`src/rtl/core/mbps_pkg.sv`:
```
// package for the masked byte pattern search core
// word types, register indexes, widths and reset values; no dependencies

package mbps_pkg;

    localparam int ADDR_W        = 48;
    localparam int LEN_W         = 5;
    localparam int HIT_W         = 16;
    localparam int PATTERN_BYTES = 16;
    localparam int CFG_INDEX_W   = 3;
    localparam int CFG_DATA_W    = 64;

    localparam logic [PATTERN_BYTES-1:0] CARE_RESET  = 16'hFFFF;
    localparam logic [LEN_W-1:0]         LEN_RESET   = 5'd1;
    localparam logic [HIT_W-1:0]         LIMIT_RESET = 16'd1;

    typedef enum logic [CFG_INDEX_W-1:0] {
        REG_START_ADDRESS  = 3'd0,
        REG_PATTERN_LOW    = 3'd1,
        REG_PATTERN_HIGH   = 3'd2,
        REG_CARE_MASK      = 3'd3,
        REG_PATTERN_LENGTH = 3'd4,
        REG_HIT_LIMIT      = 3'd5
    } cfg_reg_t;

    typedef struct packed {
        logic [7:0] data_byte;
        logic       last_byte;
    } mbps_in_t;

    typedef struct packed {
        logic [ADDR_W-1:0] hit_address;
        logic              found;
        logic              done_res;
    } mbps_out_t;

    typedef struct packed {
        logic [CFG_INDEX_W-1:0] index;
        logic [CFG_DATA_W-1:0]  wdata;
    } mbps_cfg_wr_t;

    typedef struct packed {
        logic                          enable;
        logic [PATTERN_BYTES-1:0][7:0] pattern;
        logic [PATTERN_BYTES-1:0]      care;
        logic [LEN_W-1:0]              len;
        logic [HIT_W-1:0]              limit;
        logic [ADDR_W-1:0]             base;
    } mbps_cfg_t;

    typedef struct packed {
        logic              emit;
        logic              found;
        logic              done_res;
        logic [ADDR_W-1:0] hit_address;
    } mbps_result_t;

    typedef struct packed {
        logic [ADDR_W-1:0] pos;
        logic [HIT_W-1:0]  hits;
    } mbps_scan_status_t;

endpackage

```
`src/rtl/core/mbps_cfg_regs.sv`:
```
// configuration register file and derived scan settings
// depends on mbps_pkg

module mbps_cfg_regs #(
    parameter int PATTERN_MAX = 16
) (
    input  logic                                clk,
    input  logic                                rst_n,
    input  logic                                wr_en,
    input  logic [mbps_pkg::CFG_INDEX_W-1:0]    wr_index,
    input  logic [mbps_pkg::CFG_DATA_W-1:0]     wr_data,
    output mbps_pkg::mbps_cfg_t                 cfg
);
    import mbps_pkg::*;

    logic [ADDR_W-1:0]        start_reg;
    logic [63:0]              pattern_low_reg;
    logic [63:0]              pattern_high_reg;
    logic [PATTERN_BYTES-1:0] care_reg;
    logic [LEN_W-1:0]         length_reg;
    logic [HIT_W-1:0]         limit_reg;
    logic [ADDR_W-1:0]        base_reg;
    logic [ADDR_W-1:0]        base_next;
    logic [LEN_W-1:0]         eff_len;

    always_ff @(posedge clk or negedge rst_n)
    begin
        if (!rst_n)
        begin
            start_reg        <= '0;
            pattern_low_reg  <= '0;
            pattern_high_reg <= '0;
            care_reg         <= CARE_RESET;
            length_reg       <= LEN_RESET;
            limit_reg        <= LIMIT_RESET;
        end
        else if (wr_en)
        begin
            case (cfg_reg_t'(wr_index))
                REG_START_ADDRESS:  start_reg        <= wr_data[ADDR_W-1:0];
                REG_PATTERN_LOW:    pattern_low_reg  <= wr_data;
                REG_PATTERN_HIGH:   pattern_high_reg <= wr_data;
                REG_CARE_MASK:      care_reg         <= wr_data[PATTERN_BYTES-1:0];
                REG_PATTERN_LENGTH: length_reg       <= wr_data[LEN_W-1:0];
                REG_HIT_LIMIT:      limit_reg        <= wr_data[HIT_W-1:0];
                default:            ;
            endcase
        end
    end

    // lengths above the window depth use the full window
    assign eff_len = (length_reg > LEN_W'(PATTERN_MAX)) ? LEN_W'(PATTERN_MAX) : length_reg;

    // match start = start - len + consumed = (start - len + 1) + position
    assign base_next = start_reg - ADDR_W'(eff_len) + ADDR_W'(1);

    always_ff @(posedge clk or negedge rst_n)
    begin
        if (!rst_n)
        begin
            base_reg <= '0;
        end
        else
        begin
            base_reg <= base_next;
        end
    end

    always_comb
    begin
        cfg.enable  = (start_reg != '0);
        cfg.pattern = {pattern_high_reg, pattern_low_reg};
        cfg.care    = care_reg;
        cfg.len     = eff_len;
        cfg.limit   = (limit_reg == '0) ? HIT_W'(1) : limit_reg;
        cfg.base    = base_reg;
    end

endmodule

```
`config.mk`:
```
export PLATFORM = sky130hd
export DESIGN_NAME = mbps_cfg_regs
export DESIGN_NICKNAME = d
export VERILOG_FILES = /design/src/rtl/core/mbps_pkg.sv /design/src/rtl/core/mbps_cfg_regs.sv
export SDC_FILE = /design/constraint.sdc
export NUM_CORES = 1
export LEC_CHECK = 0
export BUFFER_PORTS_ARGS = -buffer_cell sky130_fd_sc_hd__buf_2
export CORE_MARGIN = 2
export CORE_UTILIZATION = 56
export DETAILED_ROUTE_END_ITERATION = 8
export PLACE_DENSITY = 0.82
export SLEW_MARGIN = 20
export SYNTH_ARGS = -nofsm -noshare
export SYNTH_HDL_FRONTEND = slang
export SYNTH_SLANG_ARGS = --single-unit
```
`constraint.sdc`:
```
create_clock -name clk -period 4.6 [get_ports clk]
set_input_delay 0.92 -clock clk [delete_from_list [all_inputs] [get_ports clk]]
set_output_delay 0.92 -clock clk [all_outputs]
set_load 0.01 [all_outputs]
```
---- Word level (Yosys, flattened, before mapping) ----
Cells that the tools add are included.
word-level totals
  register bits ........................... 261
  word-level logic and storage cells ...... 26
cells by class
  add/subtract/negate cells ............... 2
  $lt $le $gt $ge ......................... 1
  eq/ne operators ......................... 5
  mux-type cells .......................... 2
  reductions and logical operators ........ 9
operator list
  kind                   number
  $add 48x1->48 const B  1
  $reduce_bool 48->1     1
  $sub 48x5->48          1
  $logic_not 16->1       1
  $mux 16                1
  $reduce_and 2->1       6
  $eq 3x2->1 const B     2
  $eq 3x3->1 const B     2
  $gt 5x5->1 const B     1
  $mux 5                 1
  $eq 3x1->1 const B     1
  $logic_not 3->1        1

---- Logic depth before layout (Yosys ltp) ----
Gate-level depths: netlist (run 1).
  word-level depth ........................ 4
  gate-level depth with buffers ........... 15
  gate-level depth less buffers ........... 15

---- Least setup slack after synthesis (run 1) ----
No wires, ideal clock.
  path kind ............................... register -> register
  start ................................... reg length_reg[4]
  end ..................................... reg base_reg[33]
  arrival ................................. 2.942 ns
  required time ........................... 4.475 ns
  setup slack ............................. 1.532 ns
  cell stages (with the launch flop) ...... 16
  path buffers ............................ 0
  cells stage by stage .................... dfrtp_1 nor2b_1 ha_1 inv_1 ha_1 inv_1 fa_1 nand2b_1 a21o_1 a211oi_1 nor4_1 o21a_1 nor2_1 a21oi_1 o31a_1 xor2_1
RTL lines
  element                 line                 source
  from (decl)             mbps_cfg_regs.sv:20  logic [LEN_W-1:0] length_reg;
  from (signal assigned)  mbps_cfg_regs.sv:44  REG_PATTERN_LENGTH: length_reg <= wr_data[LEN_W-1:0];
  to (signal assigned)    mbps_cfg_regs.sv:65  base_reg <= base_next;
  to (decl)               mbps_cfg_regs.sv:22  logic [ADDR_W-1:0] base_reg;

---- Worst setup path in the final report (run 1) ----
  start ................................... reg length_reg[4]
  end ..................................... reg base_reg[40]
between the ends
  longest elaborated chain between the ends .. 4
ends and longest elaborated chain
  element                  line                 source
  $gt 5x5->1               mbps_cfg_regs.sv:52  assign eff_len = (length_reg > LEN_W'(PATTERN_MAX)) ? LEN_W'(PATTERN_MAX) : length_reg;
  $mux 5 (*)               mbps_cfg_regs.sv:52
  $sub 48x5->48 (*)        mbps_cfg_regs.sv:55  assign base_next = start_reg - ADDR_W'(eff_len) + ADDR_W'(1);
  $add 48x1->48 (*)        mbps_cfg_regs.sv:55
  named net base_next[40]  mbps_cfg_regs.sv:23  logic [ADDR_W-1:0] base_next;
Mark *: on every way through the listed nets, which the timed path passes. The rest lies on a longest branch.
A chain may end at the register's enable or synchronous reset.

==> metrics.txt, run 1 <==
outcome=complete, no violations; FF-to-FF path depth=13; Synth top area share=between 40 and 50%; GR Util All Layers=24.9%; share of cells above drive strength 1=between 40% and 50%; minimum clock period=3280 ps; wire length of the first global-routing pass=47300 um; Post-Route WL=29400 um; H-tree depth=1; register-to-register setup slack=1320 ps; largest net degree at the start of global routing=125; distinct cell type count after synthesis=60; most common flop cell mapped by yosys=sky130_fd_sc_hd__dfrtp_1; via count=~8900; final period utilization=71.3%; Clock Path Buffers=3; peak per-stage delay on the critical path=490 ps; Num CTS Buffers=27; endpoint arrival time on the critical path=3710 ps; 1st-pass router iterations=5; final hold violations=0; relative area change from synthesis to final layout=21.5%; synth top area cells=sky130_fd_sc_hd__dfrtp_1 49%, sky130_fd_sc_hd__mux2_2 15%, sky130_fd_sc_hd__ha_1 7.3%; Clock Sink Count=261; cell accounting for the most synthesized area=sky130_fd_sc_hd__dfrtp_1; count of unresolved DRC violations after routing=0; Post-CTS Setup Inserts=0; most instantiated cells after synthesis=243 x sky130_fd_sc_hd__dfrtp_1, 168 x sky130_fd_sc_hd__mux2_2, 73 x sky130_fd_sc_hd__inv_1, 72 x sky130_fd_sc_hd__ha_1, 72 x sky130_fd_sc_hd__nand2_1; Clk Latency, worst-skew pair=550 ps; clock slew at reported path FFs=60 ps; post-CTS sizing=0; number of max-cap violations=0; count of pins over their slew limit=0; final non-filler cell total=1615; total leakage power=just over 0.007 uW; master of the slowest instance on the critical path=sky130_fd_sc_hd__a2111o_1; timing-limited maximum frequency=305 MHz; hold crit path type=in2async; Cell Area, Placed=about 14000 um2; vias per cell=5.52; final antenna diode count=0; setup violators final=0; kind of start point of the critical path=flop; area of the core region=21800 um2; effective utilization at floorplan=56.7%; GP Congestion=just over 0.9; antenna violations before repair=0; fill cell total of the finished layout=1631; RSZ-0062 raised after global routing=no; sequential fraction of the synthesis area=53.1%; clock tree root buffer cell=sky130_fd_sc_hd__clkbuf_16; Syn Area/Cell=11.8 um2; Routed wire per std cell=~18 um; total negative slack=0 ps; data required time of the critical path=5030 ps; gate family responsible for the most delay along the worst path=simple AND/OR/NAND/NOR gates; total gr overflow=0; number of hold-repair buffers added at the cts stage=0; Post-synth ARST share=100%; vias in the first global route=about 9000; cell area after synthesis=12300 um2; Die Y=around 150 um; worst slew margin relative to its limit=between 30% and 40%; num ports=284; half-perimeter wire length after detailed placement=between 20000 and 25000 um; number of placement rows=54; stages on the worst setup path=13; Worst Setup Path Type=reg2reg; post-route cell area=15000 um2; final worst clock skew=~12 ps; Final #Nets=1457; most used cell along the critical path=sky130_fd_sc_hd__ha_1; die area=23200 um2; synthesis warning total=0; Worst Path Buf+Inv=1; Post-Place Cells=1565; number of violations reported at the end of detailed-routing iteration 0=606; net count after synthesis=1185; maximum VDD drop=roughly 0.0005 V; slew at the pin with the worst max-slew slack=955 ps; synthesized netlist cell count=1042; maximum fanout encountered on the critical timing path=6; count of nets left with antenna violations after detail routing=0; clock tree from TritonCTS=done; count of input and output buffers=283; kind of end point of the critical path=flop; width of the die=152 um; Pwr per Cell Area=591 nW/um2; count of flip-flops with a built-in enable after synthesis=0; cell with the most instances after synthesis=sky130_fd_sc_hd__dfrtp_1; synthesis-stage register bit count=261; cells traversed along the worst timing path=inv_1 > nand2_1 > ha_1 > ha_1 > a21o_1 > nand4_1 > nand3_1 > a2111o_1 > and3b_4 > nor3_4 > nor2_4 > a41o_1 > xor2_1
power by group:
group / switching (uW) / internal [uW]
Clock: 909 / 1400
Sequential: 276 / 2960
Combinational: 1900 / 1420
metal layers:
metal	up-vias	global-route usage, %	part of all wire, %
met1	4388	33.5	43
met2	316	40.9	48
met5	-	0	0
met3	55	5.40	6.2
li1	4162	-	-
met4	0	7.67	2.8
final cells by class:
class,instances,area (um2),area share (%)
flip-flops and latches,261,6550,43.7
multi-input cells,661,5370,35.8
repair buffers,288,1490,9.93
clock buffers,39,771,5.14
well taps,280,350,2.34
inverters,75,282,1.88
clock inverters,11,179,1.19
cell families (layout without fill, tap and decap cells):
logic type | after synthesis | in the layout | synth area share [%]
flops | 261 | 261 | 53.1
simple gates | 188 | 188 | 7.86
compound gates | 187 | 187 | 9.41
mux | 168 | 168 | 15.3
buf+inv | 120 | 413 | 3.65
fa+ha+maj | 73 | 73 | 7.46
xor+xnor | 45 | 45 | 3.19
stage by stage:
stage,total power [uW],hold WS (ps),util (%),worst slack [ps]
floorplan,5360,473,-,1530
global placement,6470,484,64.6,1440
detailed placement,6570,489,64.6,1360
CTS,8910,490,68.9,1330
global route,9380,508,68.9,1070
finish,8870,445,68.9,1320
worst paths after layout:
kind / endpoint / startpoint
max: base_reg[40]$_DFF_PN0_ / length_reg[4]$_DFFE_PN0P_
max in group asynchronous: pattern_low_reg[30]$_DFFE_PN0P_ / rst_n
min in group clk: pattern_high_reg[5]$_DFFE_PN0P_ / pattern_high_reg[5]$_DFFE_PN0P_
max reg2reg: base_reg[40]$_DFF_PN0_ / length_reg[4]$_DFFE_PN0P_
min: pattern_low_reg[10]$_DFFE_PN0P_ / rst_n
min reg2reg: pattern_high_reg[5]$_DFFE_PN0P_ / pattern_high_reg[5]$_DFFE_PN0P_
layout by cell type (no fill, tap or decap), types with 4 or more instances in the layout:
cell	instances
sky130_fd_sc_hd__nand3_1	6
sky130_fd_sc_hd__xor2_1	9
sky130_fd_sc_hd__o21ai_0	59
sky130_fd_sc_hd__xnor2_1	36
sky130_fd_sc_hd__o21bai_1	14
sky130_fd_sc_hd__clkbuf_8	5
sky130_fd_sc_hd__o211ai_1	5
sky130_fd_sc_hd__clkbuf_1	7
sky130_fd_sc_hd__nor2_1	28
sky130_fd_sc_hd__clkbuf_16	27
sky130_fd_sc_hd__inv_1	73
sky130_fd_sc_hd__nor3_1	8
sky130_fd_sc_hd__nand2_1	72
sky130_fd_sc_hd__ha_1	72
sky130_fd_sc_hd__nor4_1	7
sky130_fd_sc_hd__nand4_1	9
sky130_fd_sc_hd__a21o_1	7
sky130_fd_sc_hd__dfstp_2	18
sky130_fd_sc_hd__and3_1	4
sky130_fd_sc_hd__mux2_2	168
sky130_fd_sc_hd__a21oi_2	4
sky130_fd_sc_hd__nor2b_1	18
sky130_fd_sc_hd__dfrtp_1	243
sky130_fd_sc_hd__o21ai_1	8
sky130_fd_sc_hd__nor3b_1	5
sky130_fd_sc_hd__a21oi_1	57
sky130_fd_sc_hd__a31oi_1	5
sky130_fd_sc_hd__bufinv_16	4
sky130_fd_sc_hd__nand2b_1	13
sky130_fd_sc_hd__buf_2	282
Note: power is estimated with default switching activity, not from simulation.
==> inputs of run 2 (changes only) <==
--- a/config.mk
+++ b/config.mk
@@ -5,11 +5,12 @@
 export SDC_FILE = /design/constraint.sdc
 export NUM_CORES = 1
 export LEC_CHECK = 0
+export ABC_AREA = 1
 export BUFFER_PORTS_ARGS = -buffer_cell sky130_fd_sc_hd__buf_2
 export CORE_MARGIN = 2
 export CORE_UTILIZATION = 56
 export DETAILED_ROUTE_END_ITERATION = 8
-export PLACE_DENSITY = 0.82
+export PLACE_DENSITY = 0.81
 export SLEW_MARGIN = 20
 export SYNTH_ARGS = -nofsm -noshare
 export SYNTH_HDL_FRONTEND = slang
==> constraint.sdc (replaced) <==
create_clock -name clk -period 3.3 [get_ports clk]
set_input_delay 0.66 -clock clk [delete_from_list [all_inputs] [get_ports clk]]
set_output_delay 0.66 -clock clk [all_outputs]
set_load 0.01 [all_outputs]
==> run 2 against run 1 <==
  * Sequential share of layout area decreased by 3.4 points
  * Utilization shrank 1.5 points
  * Via count up 34%
  * Non-clock buffer count grew 2
  * Die area grew 10%
  * Cell count up 45%
  * Highest routed layer unchanged
==> metrics.txt, run 2 <==
outcome=complete, no violations (unchanged); Clock Sink Count=261 (unchanged); register-to-register setup slack=720 ps (was 1320 ps); met3 routed WL=2650 um (was 1820 um); M1 WL=16100 um (was 12700 um); combinational cell fraction of total power=40.0% (was 37.5%); number of max-cap violations=0 (unchanged); fraction of power consumed by sequential logic=35.8% (was 36.5%); count of nets left with antenna violations after detail routing=0 (unchanged); Clock Path Buffers=3 (unchanged); clock tree from TritonCTS=done (unchanged); sw frac=39.6% (was 34.8%); post-CTS sizing=0 (unchanged); H-tree depth=1 (unchanged); share of cells above drive strength 1=21.5% (was 40.3%); Post-CTS Setup Inserts=0 (unchanged); most instantiated cells after synthesis=554 x sky130_fd_sc_hd__nand2_1, 289 x sky130_fd_sc_hd__inv_1, 243 x sky130_fd_sc_hd__dfrtp_1, 219 x sky130_fd_sc_hd__o21ai_0, 72 x sky130_fd_sc_hd__ha_1 (was 243 x sky130_fd_sc_hd__dfrtp_1, 168 x sky130_fd_sc_hd__mux2_2, 73 x sky130_fd_sc_hd__inv_1, 72 x sky130_fd_sc_hd__ha_1, 72 x sky130_fd_sc_hd__nand2_1); effective utilization at floorplan=56.6% (was 56.7%); number of placement rows=57 (was 54); synthesis-stage register bit count=261 (unchanged); antenna violations before repair=1 (was 0); internal portion of total power=7500 uW (was 5780 uW); endpoint arrival time on the critical path=2190 ps (was 3710 ps); clock slew at reported path FFs=60 ps (about the same); Synth top area share=44.6% (was 49.3%); R2R Path End=base_reg[43]$_DFF_PN0_ (was base_reg[40]$_DFF_PN0_); Routed wire per std cell=16.1 um (was 18.2 um); 1st-pass router iterations=5 (unchanged); final period utilization=approximately 87%; distinct cell type count after synthesis=33 (was 60); total negative slack=0 ps (unchanged); clock tree root buffer cell=sky130_fd_sc_hd__clkbuf_16 (unchanged); largest net degree at the start of global routing=97 (was 125); FF-to-FF path depth=14 (was 13); area of the core region=24100 um2 (was 21800 um2); commonest cells after routing, fill and taps aside=552 x sky130_fd_sc_hd__nand2_1, 289 x sky130_fd_sc_hd__inv_1, 282 x sky130_fd_sc_hd__buf_2, 243 x sky130_fd_sc_hd__dfrtp_1, 219 x sky130_fd_sc_hd__o21ai_0 (was 282 x sky130_fd_sc_hd__buf_2, 243 x sky130_fd_sc_hd__dfrtp_1, 168 x sky130_fd_sc_hd__mux2_2, 73 x sky130_fd_sc_hd__inv_1); synthesized netlist cell count=1741 (was 1042); count of unresolved DRC violations after routing=0 (unchanged); Clk Latency, worst-skew pair=550 ps (about the same); half-perimeter wire length after detailed placement=29300 um (was 21500 um); GR Util All Layers=29.7% (was 24.9%); Die Y=160 um (was 152 um); Final #Nets=2144 (was 1457); maximum VDD drop=0.000520 V (was 0.000499 V); Post-synth ARST share=100% (unchanged); Worst Setup Path Type=reg2out (was reg2reg); sequential fraction of the synthesis area=48.1% (was 53.1%); hold crit path type=in2async (unchanged); timing-limited maximum frequency=350 MHz; highest metal used=met4 (unchanged); Pwr per Cell Area=764 nW/um2 (was 591 nW/um2); switching power=4910 uW (was 3080 uW); final non-filler cell total=2344 (was 1615); die area=25600 um2 (was 23200 um2); cell area after synthesis=13600 um2 (was 12300 um2); number of hold-repair buffers added at the cts stage=0 (unchanged); slew at the pin with the worst max-slew slack=827 ps (was 955 ps); vias per cell=5.08 (was 5.52); vias in the first global route=11848 (was 9006); total gr overflow=0 (unchanged); kind of end point of the critical path=output port (was flop); width of the die=160 um (was 152 um); via count=11919 (was 8921); wire length of the first global-routing pass=60700 um (was 47300 um); most common cell after layout, fill and taps aside=sky130_fd_sc_hd__nand2_1 (was sky130_fd_sc_hd__buf_2); clock group share of total power=24.2% (was 26.0%); cell with the most instances after synthesis=sky130_fd_sc_hd__nand2_1 (was sky130_fd_sc_hd__dfrtp_1); num ports=284 (unchanged); synth top area cells=sky130_fd_sc_hd__dfrtp_1 45%, sky130_fd_sc_hd__nand2_1 15%, sky130_fd_sc_hd__o21ai_0 8.0% (was sky130_fd_sc_hd__dfrtp_1 49%, sky130_fd_sc_hd__mux2_2 15%, sky130_fd_sc_hd__ha_1 7.3%); GP Congestion=0.986 (was 0.924); Num CTS Buffers=28 (was 27); Syn Area/Cell=7.83 um2 (was 11.8 um2); Post-Route WL=37800 um (was 29400 um); worst slew margin relative to its limit=44.8% (was 36.0%); final hold violations=0 (unchanged); count of flip-flops with a built-in enable after synthesis=0 (unchanged); minimum clock period=2850 ps; most common flop cell mapped by yosys=sky130_fd_sc_hd__dfrtp_1 (unchanged); relative area change from synthesis to final layout=19.2% (was 21.5%); setup violators final=0 (unchanged); fill cell total of the finished layout=2060 (was 1631); Post-Place Cells=2295 (was 1565); count of input and output buffers=283 (unchanged); maximum fanout encountered on the critical timing path=3 (was 6); net count after synthesis=1884 (was 1185); count of pins over their slew limit=0 (unchanged); length of routed met2 wiring=17600 um (was 14000 um); final worst clock skew=18.1 ps (was 12.3 ps); RSZ-0062 raised after global routing=no (unchanged); RR Startpoint=length_reg[4]$_DFFE_PN0P_ (unchanged); data required time of the critical path=2640 ps (was 5030 ps); cell accounting for the most synthesized area=sky130_fd_sc_hd__dfrtp_1 (unchanged); number of violations reported at the end of detailed-routing iteration 0=873 (was 606); synthesis warning total=0 (unchanged); total leakage power=0.00917 uW (was 0.00712 uW); kind of start point of the critical path=flop (unchanged)
-- run 2: changes by cell type after synthesis, moves of 35 or more --
| cell | change |
|---|---|
| sky130_fd_sc_hd__mux2_2 | -168 |
| sky130_fd_sc_hd__nor2_1 | +43 |
| sky130_fd_sc_hd__nand2_1 | +482 |
| sky130_fd_sc_hd__o21ai_0 | +160 |
| sky130_fd_sc_hd__inv_1 | +216 |
| sky130_fd_sc_hd__xnor2_1 | -35 |
-- run 2: kinds of logic (layout without fill, tap and decap cells) --
kind of cell,Yosys count,count (layout),synth area share (%)
AO/OA/AOI/OAI,267,267,10.2
XOR/XNOR,26,26,1.67
adder cells (fa/ha/maj),73,73,6.75
buffers and inverters,368,646,10.2
flip-flops,261,261,48.1
other,0,1,0
AND/OR/NAND/NOR,746,746,23.1
-- run 2: stage by stage --
| step | area, um2 | hold slack [ps] | util [%] | setup WS [ps] | total power [uW] |
|---|---|---|---|---|---|
| floorplan | 13600 | 364 | - | 1010 | 7600 |
| finish | 16300 | 94.1 | 67.4 | 445 | 12400 |
| global placement | 15400 | 461 | 63.8 | 890 | 9300 |
| CTS | 16300 | 102 | 67.4 | 404 | 12400 |
| global route | 16300 | 122 | 67.4 | 355 | 13300 |
| detailed placement | 15400 | 469 | 63.8 | 830 | 9400 |
-- run 2: critical path: stages, from the launching register on --
cell and delay [ps]:
sky130_fd_sc_hd__dfrtp_1 410, sky130_fd_sc_hd__inv_1 100, sky130_fd_sc_hd__ha_1 160, sky130_fd_sc_hd__nand4_1 170
sky130_fd_sc_hd__nor4_1 410, sky130_fd_sc_hd__nand4_1 210, sky130_fd_sc_hd__buf_2 190
-- run 2: power groups by stage --
stage | logic (uW) | registers [uW] | clock network [uW]
2_1_floorplan | 2840 | 4750 | 0
3_3_place_gp | 4840 | 4450 | 0
3_5_place_dp | 4920 | 4480 | 0
4_1_cts | 4950 | 4440 | 3040
5_1_grt | 5550 | 4530 | 3190
6_report | 4970 | 4440 | 3000
-- run 2: cell type report --
cell class | count | area, um2 | area share, %
sequential | 261 | 6550 | 40.3
multi-input combinational | 1112 | 5710 | 35.2
timing repair buffer | 290 | 1540 | 9.48
inverter | 308 | 1160 | 7.11
clock buffer | 39 | 782 | 4.81
tap | 324 | 405 | 2.49
clock inverter | 9 | 98.8 | 0.608
antenna | 1 | 2.50 | 0.0154
-- run 2: worst max path at each step --
stage                              startpoint                endpoint  slack, ps  depth (start not counted)
finish              start_reg[43]$_DFFE_PN0P_                cfg[213]        450                          6
global route        start_reg[43]$_DFFE_PN0P_                cfg[213]        360                          6
CTS                 start_reg[43]$_DFFE_PN0P_                cfg[213]        400                          6
detailed placement  length_reg[4]$_DFFE_PN0P_  base_reg[41]$_DFF_PN0_        830                         14
global placement    length_reg[4]$_DFFE_PN0P_  base_reg[41]$_DFF_PN0_        890                         14
floorplan           length_reg[4]$_DFFE_PN0P_  base_reg[41]$_DFF_PN0_       1010                         14
-- run 2: routing by layer --
layer	GRT usage (%)	vias up
met1	39.9	5529
met4	11.4	0
met5	0	-
li1	-	5863
met2	48.4	432
met3	5.38	95
